`config.mk`:
```
export PLATFORM = sky130hd
export DESIGN_NAME = glyph_bitmap_run_extractor
export DESIGN_NICKNAME = d
export VERILOG_FILES = /design/src/rtl/gbre_pkg.sv /design/src/rtl/gbre_front.sv /design/src/rtl/gbre_queue.sv /design/src/rtl/gbre_back.sv /design/src/rtl/glyph_bitmap_run_extractor.sv
export SDC_FILE = /design/constraint.sdc
export NUM_CORES = 1
export LEC_CHECK = 0
export ABC_AREA = 1
export BUFFER_PORTS_ARGS = -buffer_cell sky130_fd_sc_hd__buf_4
export CAP_MARGIN = 20
export CORE_UTILIZATION = 40
export DETAILED_ROUTE_END_ITERATION = 16
export PLACE_DENSITY_LB_ADDON = 0.3
export SYNTH_ARGS = -nofsm -noshare
export SYNTH_HDL_FRONTEND = slang
export SYNTH_SLANG_ARGS = --single-unit
```
`constraint.sdc`:
```
create_clock -name clk -period 13.3 [get_ports clk]
set_clock_uncertainty 0.2 [all_clocks]
set_input_delay 0 -clock clk [delete_from_list [all_inputs] [get_ports clk]]
set_output_delay 0 -clock clk [all_outputs]
set_load 0.02 [all_outputs]
```
`src/rtl/gbre_pkg.sv`:
```
// ----------------------------------------------------------------------------
// gbre_pkg
// Shared types and constants of the glyph bitmap run extractor.
// ----------------------------------------------------------------------------
`default_nettype none

package gbre_pkg;

	// Geometry limits, defaults for the top-level parameters
	localparam int MAX_GLYPH_WIDTH_DEF  = 255;
	localparam int MAX_GLYPH_HEIGHT_DEF = 255;

	// Runs one byte can complete: four inside the byte plus one at row end
	localparam int MAX_RUNS = 5;
	localparam int RUN_CW   = $clog2(MAX_RUNS + 1);
	localparam int RUN_IW   = $clog2(MAX_RUNS);

	// Entries between front and back
	localparam int QDEPTH = 2;
	localparam int QAW    = (QDEPTH > 1) ? $clog2(QDEPTH) : 1;
	localparam int QCW    = $clog2(QDEPTH + 1);

	localparam logic [15:0] DRAW_COLOR_RESET = 16'hFFFF;

	// Stream widths
	localparam int S_TDATA_W = 96;
	localparam int M_TDATA_W = 56;

	typedef enum logic {
		KIND_HEADER = 1'b0,
		KIND_DATA   = 1'b1
	} item_kind_t;

	// Runs completed by one bitmap byte
	typedef struct packed {
		logic [15:0]                  x_base;
		logic [15:0]                  y;
		logic [RUN_CW-1:0]            count;
		logic [MAX_RUNS-1:0][7:0]     begins;
		logic [MAX_RUNS-1:0][7:0]     lens;
	} run_entry_t;

	// Queue status seen by the back end
	typedef struct packed {
		logic       valid;
		run_entry_t head;
	} queue_head_t;

endpackage

`default_nettype wire

```
`src/rtl/gbre_front.sv`:
```
// ----------------------------------------------------------------------------
// gbre_front
// Accept header and bitmap items, track glyph position, scan each byte
// for completed runs and push them as one queue entry.
// ----------------------------------------------------------------------------
`default_nettype none

module gbre_front #(
	parameter int MAX_GLYPH_WIDTH  = gbre_pkg::MAX_GLYPH_WIDTH_DEF,
	parameter int MAX_GLYPH_HEIGHT = gbre_pkg::MAX_GLYPH_HEIGHT_DEF
) (
	input  wire logic                           clk,
	input  wire logic                           arst_n,
	input  wire logic                           in_valid,
	output logic                                in_ready,
	input  wire logic                           in_kind,
	input  wire logic [7:0]                     glyph_width,
	input  wire logic [7:0]                     glyph_height,
	input  wire logic [10:0]                    offset_x,
	input  wire logic [10:0]                    offset_y,
	input  wire logic [12:0]                    valid_byte_count,
	input  wire logic [15:0]                    pen_x,
	input  wire logic [15:0]                    base_y,
	input  wire logic [7:0]                     data_byte,
	input  wire logic                           q_full,
	output logic                                q_push,
	output gbre_pkg::run_entry_t                q_entry
);

	logic [7:0]  width_q;
	logic [7:0]  height_q;
	logic [15:0] left_x_q;
	logic [15:0] top_y_q;
	logic [12:0] valid_bytes_q;
	logic [12:0] byte_count_q;
	logic [7:0]  row_q;
	logic [4:0]  bir_q;
	logic        run_open_q;
	logic [7:0]  run_begin_q;

	logic        accept;
	logic        active;
	logic        row_end;
	logic [7:0]  bits;
	logic [7:0]  base;
	logic [7:0]  w_clamp;
	logic [7:0]  h_clamp;
	logic        open_n;
	logic [7:0]  begin_n;
	gbre_pkg::run_entry_t entry;

	assign in_ready = !q_full;
	assign accept   = in_valid && in_ready;
	assign active   = (width_q != 8'd0) && (row_q < height_q);
	assign bits     = (byte_count_q < valid_bytes_q) ? data_byte : 8'd0;
	assign base     = {bir_q, 3'b000};
	assign row_end  = ({1'b0, base} + 9'd8) >= {1'b0, width_q};

	assign w_clamp = ({2'b00, glyph_width} > 10'(MAX_GLYPH_WIDTH)) ?
		8'(MAX_GLYPH_WIDTH) : glyph_width;
	assign h_clamp = ({2'b00, glyph_height} > 10'(MAX_GLYPH_HEIGHT)) ?
		8'(MAX_GLYPH_HEIGHT) : glyph_height;

	// Scan the eight pixels of the byte, then close an open run at row end
	always_comb begin
		logic [7:0]                  col;
		logic                        pix;
		logic [gbre_pkg::RUN_CW-1:0] n;
		logic                        open_v;
		logic [7:0]                  begin_v;
		entry   = '0;
		n       = '0;
		open_v  = run_open_q;
		begin_v = run_begin_q;
		for (int b = 0; b < 8; b++) begin
			col = base + 8'(b);
			pix = bits[7 - b];
			if (col < width_q) begin
				if (pix && !open_v) begin
					open_v  = 1'b1;
					begin_v = col;
				end else if (!pix && open_v) begin
					entry.begins[n[gbre_pkg::RUN_IW-1:0]] = begin_v;
					entry.lens[n[gbre_pkg::RUN_IW-1:0]]   = col - begin_v;
					n      = n + 1'b1;
					open_v = 1'b0;
				end
			end
		end
		if (row_end && open_v) begin
			entry.begins[n[gbre_pkg::RUN_IW-1:0]] = begin_v;
			entry.lens[n[gbre_pkg::RUN_IW-1:0]]   = width_q - begin_v;
			n      = n + 1'b1;
			open_v = 1'b0;
		end
		entry.count  = n;
		entry.x_base = left_x_q;
		entry.y      = top_y_q + {8'd0, row_q};
		open_n       = open_v;
		begin_n      = begin_v;
	end

	assign q_entry = entry;
	assign q_push  = accept && (in_kind == gbre_pkg::KIND_DATA) && active &&
		(entry.count != '0);

	always_ff @(posedge clk or negedge arst_n) begin
		if (!arst_n) begin
			width_q       <= '0;
			height_q      <= '0;
			left_x_q      <= '0;
			top_y_q       <= '0;
			valid_bytes_q <= '0;
			byte_count_q  <= '0;
			row_q         <= '0;
			bir_q         <= '0;
			run_open_q    <= 1'b0;
			run_begin_q   <= '0;
		end else if (accept) begin
			if (in_kind == gbre_pkg::KIND_HEADER) begin
				width_q       <= w_clamp;
				height_q      <= h_clamp;
				left_x_q      <= pen_x + {{5{offset_x[10]}}, offset_x};
				top_y_q       <= base_y + {{5{offset_y[10]}}, offset_y};
				valid_bytes_q <= valid_byte_count;
				byte_count_q  <= '0;
				row_q         <= '0;
				bir_q         <= '0;
				run_open_q    <= 1'b0;
				run_begin_q   <= '0;
			end else if (active) begin
				byte_count_q <= byte_count_q + 13'd1;
				run_open_q   <= open_n;
				run_begin_q  <= begin_n;
				if (row_end) begin
					row_q <= row_q + 8'd1;
					bir_q <= '0;
				end else begin
					bir_q <= bir_q + 5'd1;
				end
			end
		end
	end

endmodule

`default_nettype wire

```
`src/rtl/gbre_queue.sv`:
```
// ----------------------------------------------------------------------------
// gbre_queue
// Short register queue of run entries between front and back end.
// ----------------------------------------------------------------------------
`default_nettype none

module gbre_queue (
	input  wire logic                  clk,
	input  wire logic                  arst_n,
	input  wire logic                  push,
	input  wire gbre_pkg::run_entry_t  push_entry,
	output logic                       full,
	input  wire logic                  pop,
	output gbre_pkg::queue_head_t      head
);

	gbre_pkg::run_entry_t           mem_q [gbre_pkg::QDEPTH];
	logic [gbre_pkg::QAW-1:0]       wr_ptr_q;
	logic [gbre_pkg::QAW-1:0]       rd_ptr_q;
	logic [gbre_pkg::QCW-1:0]       count_q;
	logic                           do_push;
	logic                           do_pop;

	assign full       = (count_q == gbre_pkg::QCW'(gbre_pkg::QDEPTH));
	assign head.valid = (count_q != '0);
	assign head.head  = mem_q[rd_ptr_q];
	assign do_push    = push && !full;
	assign do_pop     = pop && head.valid;

	function automatic logic [gbre_pkg::QAW-1:0] bump(input logic [gbre_pkg::QAW-1:0] p);
		return (p == gbre_pkg::QAW'(gbre_pkg::QDEPTH - 1)) ? '0 : p + 1'b1;
	endfunction

	always_ff @(posedge clk) begin
		if (do_push) begin
			mem_q[wr_ptr_q] <= push_entry;
		end
	end

	always_ff @(posedge clk or negedge arst_n) begin
		if (!arst_n) begin
			wr_ptr_q <= '0;
			rd_ptr_q <= '0;
			count_q  <= '0;
		end else begin
			if (do_push) begin
				wr_ptr_q <= bump(wr_ptr_q);
			end
			if (do_pop) begin
				rd_ptr_q <= bump(rd_ptr_q);
			end
			if (do_push && !do_pop) begin
				count_q <= count_q + 1'b1;
			end else if (!do_push && do_pop) begin
				count_q <= count_q - 1'b1;
			end
		end
	end

endmodule

`default_nettype wire

```
`src/rtl/gbre_back.sv`:
```
// ----------------------------------------------------------------------------
// gbre_back
// Drain queue entries one run per cycle, while out_ready allows, into the output register.
// ----------------------------------------------------------------------------
`default_nettype none

module gbre_back (
	input  wire logic                   clk,
	input  wire logic                   arst_n,
	input  wire logic                   cfg_we,
	input  wire logic [15:0]            cfg_wdata,
	input  wire gbre_pkg::queue_head_t  head,
	output logic                        pop,
	output logic                        out_valid,
	input  wire logic                   out_ready,
	output logic [15:0]                 line_x,
	output logic [15:0]                 line_y,
	output logic [7:0]                  line_length,
	output logic [15:0]                 line_color,
	output logic                        out_last
);

	logic [15:0]                 color_q;
	logic [gbre_pkg::RUN_IW-1:0] ridx_q;
	logic                        out_valid_q;
	logic [15:0]                 x_q;
	logic [15:0]                 y_q;
	logic [7:0]                  len_q;
	logic                        last_q;
	logic                        take;
	logic                        run_last;

	assign take     = !out_valid_q || out_ready;
	assign run_last = (gbre_pkg::RUN_CW'(ridx_q) == (head.head.count - 1'b1));
	assign pop      = take && head.valid && run_last;

	always_ff @(posedge clk or negedge arst_n) begin
		if (!arst_n) begin
			color_q <= gbre_pkg::DRAW_COLOR_RESET;
		end else if (cfg_we) begin
			color_q <= cfg_wdata;
		end
	end

	always_ff @(posedge clk or negedge arst_n) begin
		if (!arst_n) begin
			out_valid_q <= 1'b0;
			ridx_q      <= '0;
		end else if (take) begin
			out_valid_q <= head.valid;
			if (head.valid) begin
				ridx_q <= run_last ? '0 : ridx_q + 1'b1;
			end
		end
	end

	always_ff @(posedge clk) begin
		if (take && head.valid) begin
			x_q    <= head.head.x_base + {8'd0, head.head.begins[ridx_q]};
			y_q    <= head.head.y;
			len_q  <= head.head.lens[ridx_q];
			last_q <= run_last;
		end
	end

	assign out_valid   = out_valid_q;
	assign line_x      = x_q;
	assign line_y      = y_q;
	assign line_length = len_q;
	assign line_color  = color_q;
	assign out_last    = last_q;

endmodule

`default_nettype wire

```
`src/rtl/glyph_bitmap_run_extractor.sv`:
```
// ----------------------------------------------------------------------------
// glyph_bitmap_run_extractor
// Turn a 1bpp MSB-first row-padded glyph bitmap into horizontal line items.
// ----------------------------------------------------------------------------
// Usage:
//   Send a header item (s_tuser = 0) with the glyph geometry and pen origin,
//   then the bitmap bytes (s_tuser = 1), (width+7)/8 bytes per row, in order.
//   Each byte yields zero to five line items on the master side, in left to
//   right order; m_tlast marks the last line item caused by one input byte.
//   A run spanning bytes is reported by the byte that closes it; row end
//   always closes a run. Headers and bytes past the glyph yield nothing.
// Timing:
//   The front end takes one item per cycle while the queue is not full and
//   scans a byte in that cycle; its runs pass the queue and the output
//   register before showing on the master side. The back end sends one line
//   item per cycle while m_tready allows; the drain sets the sustained rate.
// Stall:
//   A two-entry queue sits between front and back. While m_tready is low,
//   the output register holds, the queue fills and then s_tready drops.
// Reset:
//   arst_n clears geometry (empty glyph, data ignored until a header), the
//   queue and the output valid; draw color returns to 0xFFFF. Write cfg
//   only while the block is idle.
// ----------------------------------------------------------------------------
`default_nettype none

module glyph_bitmap_run_extractor #(
	parameter int MAX_GLYPH_WIDTH  = gbre_pkg::MAX_GLYPH_WIDTH_DEF,
	parameter int MAX_GLYPH_HEIGHT = gbre_pkg::MAX_GLYPH_HEIGHT_DEF
) (
	input  wire logic                            clk,
	input  wire logic                            arst_n,
	// Draw color register
	input  wire logic                            cfg_we,
	input  wire logic [15:0]                     cfg_wdata,
	// Input items
	input  wire logic                            s_tvalid,
	output logic                                 s_tready,
	// glyph_width[7:0], glyph_height[15:8], offset_x[26:16], offset_y[37:27],
	// valid_byte_count[50:38], pen_x[66:51], base_y[82:67], data_byte[90:83],
	// zero pad [95:91]
	input  wire logic [gbre_pkg::S_TDATA_W-1:0]  s_tdata,
	// kind[0]
	input  wire logic [0:0]                      s_tuser,
	// Line items
	output logic                                 m_tvalid,
	input  wire logic                            m_tready,
	// line_x[15:0], line_y[31:16], line_length[39:32], line_color[55:40]
	output logic [gbre_pkg::M_TDATA_W-1:0]       m_tdata,
	output logic                                 m_tlast
);

	logic                   q_full;
	logic                   q_push;
	logic                   q_pop;
	gbre_pkg::run_entry_t   q_entry;
	gbre_pkg::queue_head_t  q_head;
	logic [15:0]            line_x;
	logic [15:0]            line_y;
	logic [7:0]             line_length;
	logic [15:0]            line_color;

	// Classify items and scan bytes for completed runs
	gbre_front #(
		.MAX_GLYPH_WIDTH  (MAX_GLYPH_WIDTH),
		.MAX_GLYPH_HEIGHT (MAX_GLYPH_HEIGHT)
	) u_front (
		.clk              (clk),
		.arst_n           (arst_n),
		.in_valid         (s_tvalid),
		.in_ready         (s_tready),
		.in_kind          (s_tuser[0]),
		.glyph_width      (s_tdata[7:0]),
		.glyph_height     (s_tdata[15:8]),
		.offset_x         (s_tdata[26:16]),
		.offset_y         (s_tdata[37:27]),
		.valid_byte_count (s_tdata[50:38]),
		.pen_x            (s_tdata[66:51]),
		.base_y           (s_tdata[82:67]),
		.data_byte        (s_tdata[90:83]),
		.q_full           (q_full),
		.q_push           (q_push),
		.q_entry          (q_entry)
	);

	// Decouple scan from drain
	gbre_queue u_queue (
		.clk        (clk),
		.arst_n     (arst_n),
		.push       (q_push),
		.push_entry (q_entry),
		.full       (q_full),
		.pop        (q_pop),
		.head       (q_head)
	);

	// Emit one line item per cycle while m_tready allows
	gbre_back u_back (
		.clk         (clk),
		.arst_n      (arst_n),
		.cfg_we      (cfg_we),
		.cfg_wdata   (cfg_wdata),
		.head        (q_head),
		.pop         (q_pop),
		.out_valid   (m_tvalid),
		.out_ready   (m_tready),
		.line_x      (line_x),
		.line_y      (line_y),
		.line_length (line_length),
		.line_color  (line_color),
		.out_last    (m_tlast)
	);

	assign m_tdata = {line_color, line_length, line_y, line_x};

endmodule

`default_nettype wire
```
==> impl_metrics.py <==
metrics = {
    "run_status": {
        "run_status": "finished with violations",
        "violated_checks": "design-rule violations",
    },
    "setup_path": {
        "setup_slack_reg_to_reg_ns": 4.32,
        "cp_slowest_stage_delay_ns": 0.76,
        "worst_ep_required_ns": 13.30,
        "reg2reg_depth": 41,
        "cp-start-kind": "flop",
        "critical_path.endpoint": "u_queue.mem_q[0][64]",
        "reg2reg_from": "u_front.bir_q[0]",
        "worstPathMaxFanout": 60,
        "critical_path.slowest_cell": "buf_4",
        "critical_path.startpoint": "u_front.bir_q[0]",
        "critical_path.reg2reg.endpoint": "u_queue.mem_q[0][64]",
        "cp.arrival_ns": 8.98,
        "critical_path_end_type": "flop",
        "cp_common_cell": "nand2_1",
        "cp_class": "flop to flop",
    },
    "timing": {
        "layout_min_cycle_time_ns": 8.98,
        "timing.final.hold_violations": 0,
        "fmax_mhz": 111,
        "worst_slew_margin_rel": 0.227,
        "worst_pin_slew_ns": 1.16,
        "fin_setup_tns_ns": 0,
        "report.final.setup_viol": 0,
        "final_max_slew_viol_count": 0,
        "rsz_0062_raised_after_global_routing": "false",
        "timing.final.crit_share": 0.675,
        "worst_hold_slack_ns": 0.0264,
    },
    "clock_network": {
        "cts_buffers": 42,
        "cts.path.max_buffers": 3,
        "clock_root_cell": "clkbuf_16",
        "cts_tree": "yes",
        "clk_pin_slew_worst_paths_ns": 0.06,
        "insertion_delay_ns": 0.59,
        "h_tree_depth": 2,
        "numClockSinks": 391,
    },
    "final_layout": {
        "net_total_in_the_final_layout": 4044,
        "stdcell_count": 4684,
        "post_route_cells_drive_above_1_share": 0.124,
        "area_growth_pct": 22.4,
    },
    "route": {
        "post-route-drc-count": 6,
        "detail_route.first_pass.iterations": 13,
        "detail_route.iter0.violations": 2505,
        "drt-total-wl_um": 90900,
        "number_of_antenna_violating_nets_in_the_routed_design": 0,
        "vias_per_cell": 5.37,
        "detailroute.via_count": 25149,
        "wl_per_cell_um": 19.4,
    },
    "floorplan": {
        "core-area_um2": 66000,
        "die_width_um": 261,
        "ios": 177,
        "die_area_um2": 67900,
        "floorplan.initialDensity": 0.406,
        "std_cell_rows": 94,
        "die_h_um": 261,
    },
    "hold_path": {
        "hold_removal_path_class": "primary input to flop",
    },
    "logic_synthesis": {
        "postSynthCellCount": 3404,
        "synth_area_um2": 26800,
        "yosys_register_bits": 391,
        "async_flop_share": 0.307,
        "postSynthNetCount": 3664,
        "yosys_warnings": 0,
        "post_synth.cell_area_avg_um2": 7.86,
        "synth_edf_count": 271,
        "yosysUniqueCellTypes": 60,
        "synth_ff_type": "edfxtp_1",
        "seq_area_frac_synth": 0.417,
    },
    "place": {
        "dp_hpwl_um": 63700,
        "placement.io_buffers": 171,
        "gp_congestion": 0.994,
        "dp_cells": 4352,
    },
    "grt": {
        "grt_max_degree": 111,
        "antenna_found_initial": 2,
        "grt_first_pass_wirelength_um": 137000,
        "track_usage": 0.264,
        "grt_overflow": 0,
        "grt_pass1_vias": 23107,
    },
    "job": {
        "maxCapViolCount": 0,
    },
}
==> cells in the mapped netlist, drive strengths merged (9+ instances only) <==
master  count  area share
xnor2      23      0.0078
a21oi     113       0.022
a31o        9      0.0029
clkbuf     69      0.0097
nand3     288       0.056
or2        12      0.0028
mux2       16      0.0067
edfxtp    271        0.30
xor2       71       0.023
o21ai     285       0.055
dfrtp     104       0.097
buf        41      0.0091
dfstp      16       0.016
o211ai     47       0.013
mux2i      36       0.013
o22ai      32      0.0075
nand2    1047        0.15
o221ai     27      0.0088
clkinv      9      0.0013
nor3       17      0.0032
ha        135       0.063
o32ai       9      0.0029
o21bai     12      0.0034
inv       369       0.052
nor2      274       0.043
nand4      22      0.0058
==> worst max-delay path, delay by kind of cell (launching register included) <==
family	cells	cell delay, ns
flops	1	0.35
buf+inv	8	2.33
compound gates	1	0.20
simple gates	23	2.62
fa+ha+maj	9	2.77
==> cells in the final DEF (no fill, tap or decap), drive strengths merged, types with 71 or more instances in the layout <==
master,n
a21oi,113
buf,195
dfrtp,104
dlygate4sd3,251
edfxtp,271
ha,135
inv,372
nand2,1047
nand3,288
nor2,274
o21ai,285
xor2,71
==> how the worst min path moves through the flow <==
| stage | from | end | slack, ns | cells after the start |
|---|---|---|---|---|
| 3_5_place_dp | arst_n | u_front.left_x_q[8] | -0.17 | 1 |
| 2_1_floorplan | arst_n | u_back.out_valid | -0.50 | 0 |
| 5_1_grt | s_tdata[84] | u_front.run_open_q | 0.10 | 7 |
| 6_report | s_tdata[84] | u_front.run_open_q | 0.03 | 7 |
| 4_1_cts | s_tdata[84] | u_front.run_open_q | 0.03 | 7 |
| 3_3_place_gp | arst_n | u_front.left_x_q[8] | -0.17 | 1 |
==> per-stage QoR <==
step | setup slack (ns) | utilization | cell area (um^2)
floorplan | 1.75 | - | 26800
global placement | 4.49 | 0.437 | 28900
detailed placement | 4.44 | 0.437 | 28900
CTS | 4.39 | 0.497 | 32800
global route | 3.59 | 0.497 | 32800
finish | 4.32 | 0.497 | 32800
==> area by class of cell <==
type,count,area (um^2)
Antenna cell,2,5.00
Clock buffer,54,1160
Clock inverter,24,215
Fill cell,6115,33200
Inverter,378,1420
Multi-Input combinational cell,2525,13700
Sequential cell,391,11200
Tap cell,864,1080
Timing Repair Buffer,446,4010
==> layer usage <==
metal	wire, um	up-vias	track usage
met3	6340	179	0.0389
met2	41600	974	0.416
met4	3160	0	0.0916
met5	0	-	0
met1	39800	11813	0.367
li1	-	12183	-
==> timing repair <==
action	in CTS	in global routing
gates resized for setup	0	0
hold buffers	252	0
endpoints found under the hold margin	184	0
setup buffers	0	0
==> kinds of logic (layout without fill, tap and decap cells) <==
family                   after synthesis  after routing  share of synthesized area
AO/OA/AOI/OAI                        560            560                      0.123
XOR/XNOR                              94             94                     0.0310
adder cells (fa/ha/maj)              142            142                     0.0683
buffers and inverters                488            902                     0.0719
flip-flops                           391            391                      0.417
multiplexers                          52             52                     0.0202
other                                  0              2                          0
AND/OR/NAND/NOR                     1677           1677                      0.269
==> state kept, by name, summed over array words and instances, names as in the netlist, 13 cells and up <==
register               count
u_queue.mem_q            230
u_back.line_color         16
u_back.line_x             16
u_back.line_y             16
u_front.left_x_q          16
u_front.top_y_q           16
u_front.byte_count_q      13
u_front.valid_bytes_q     13
Power is left out: the tool's default activity adds up to more than one toggle a clock period on the data nets, which glitch-free logic cannot reach.
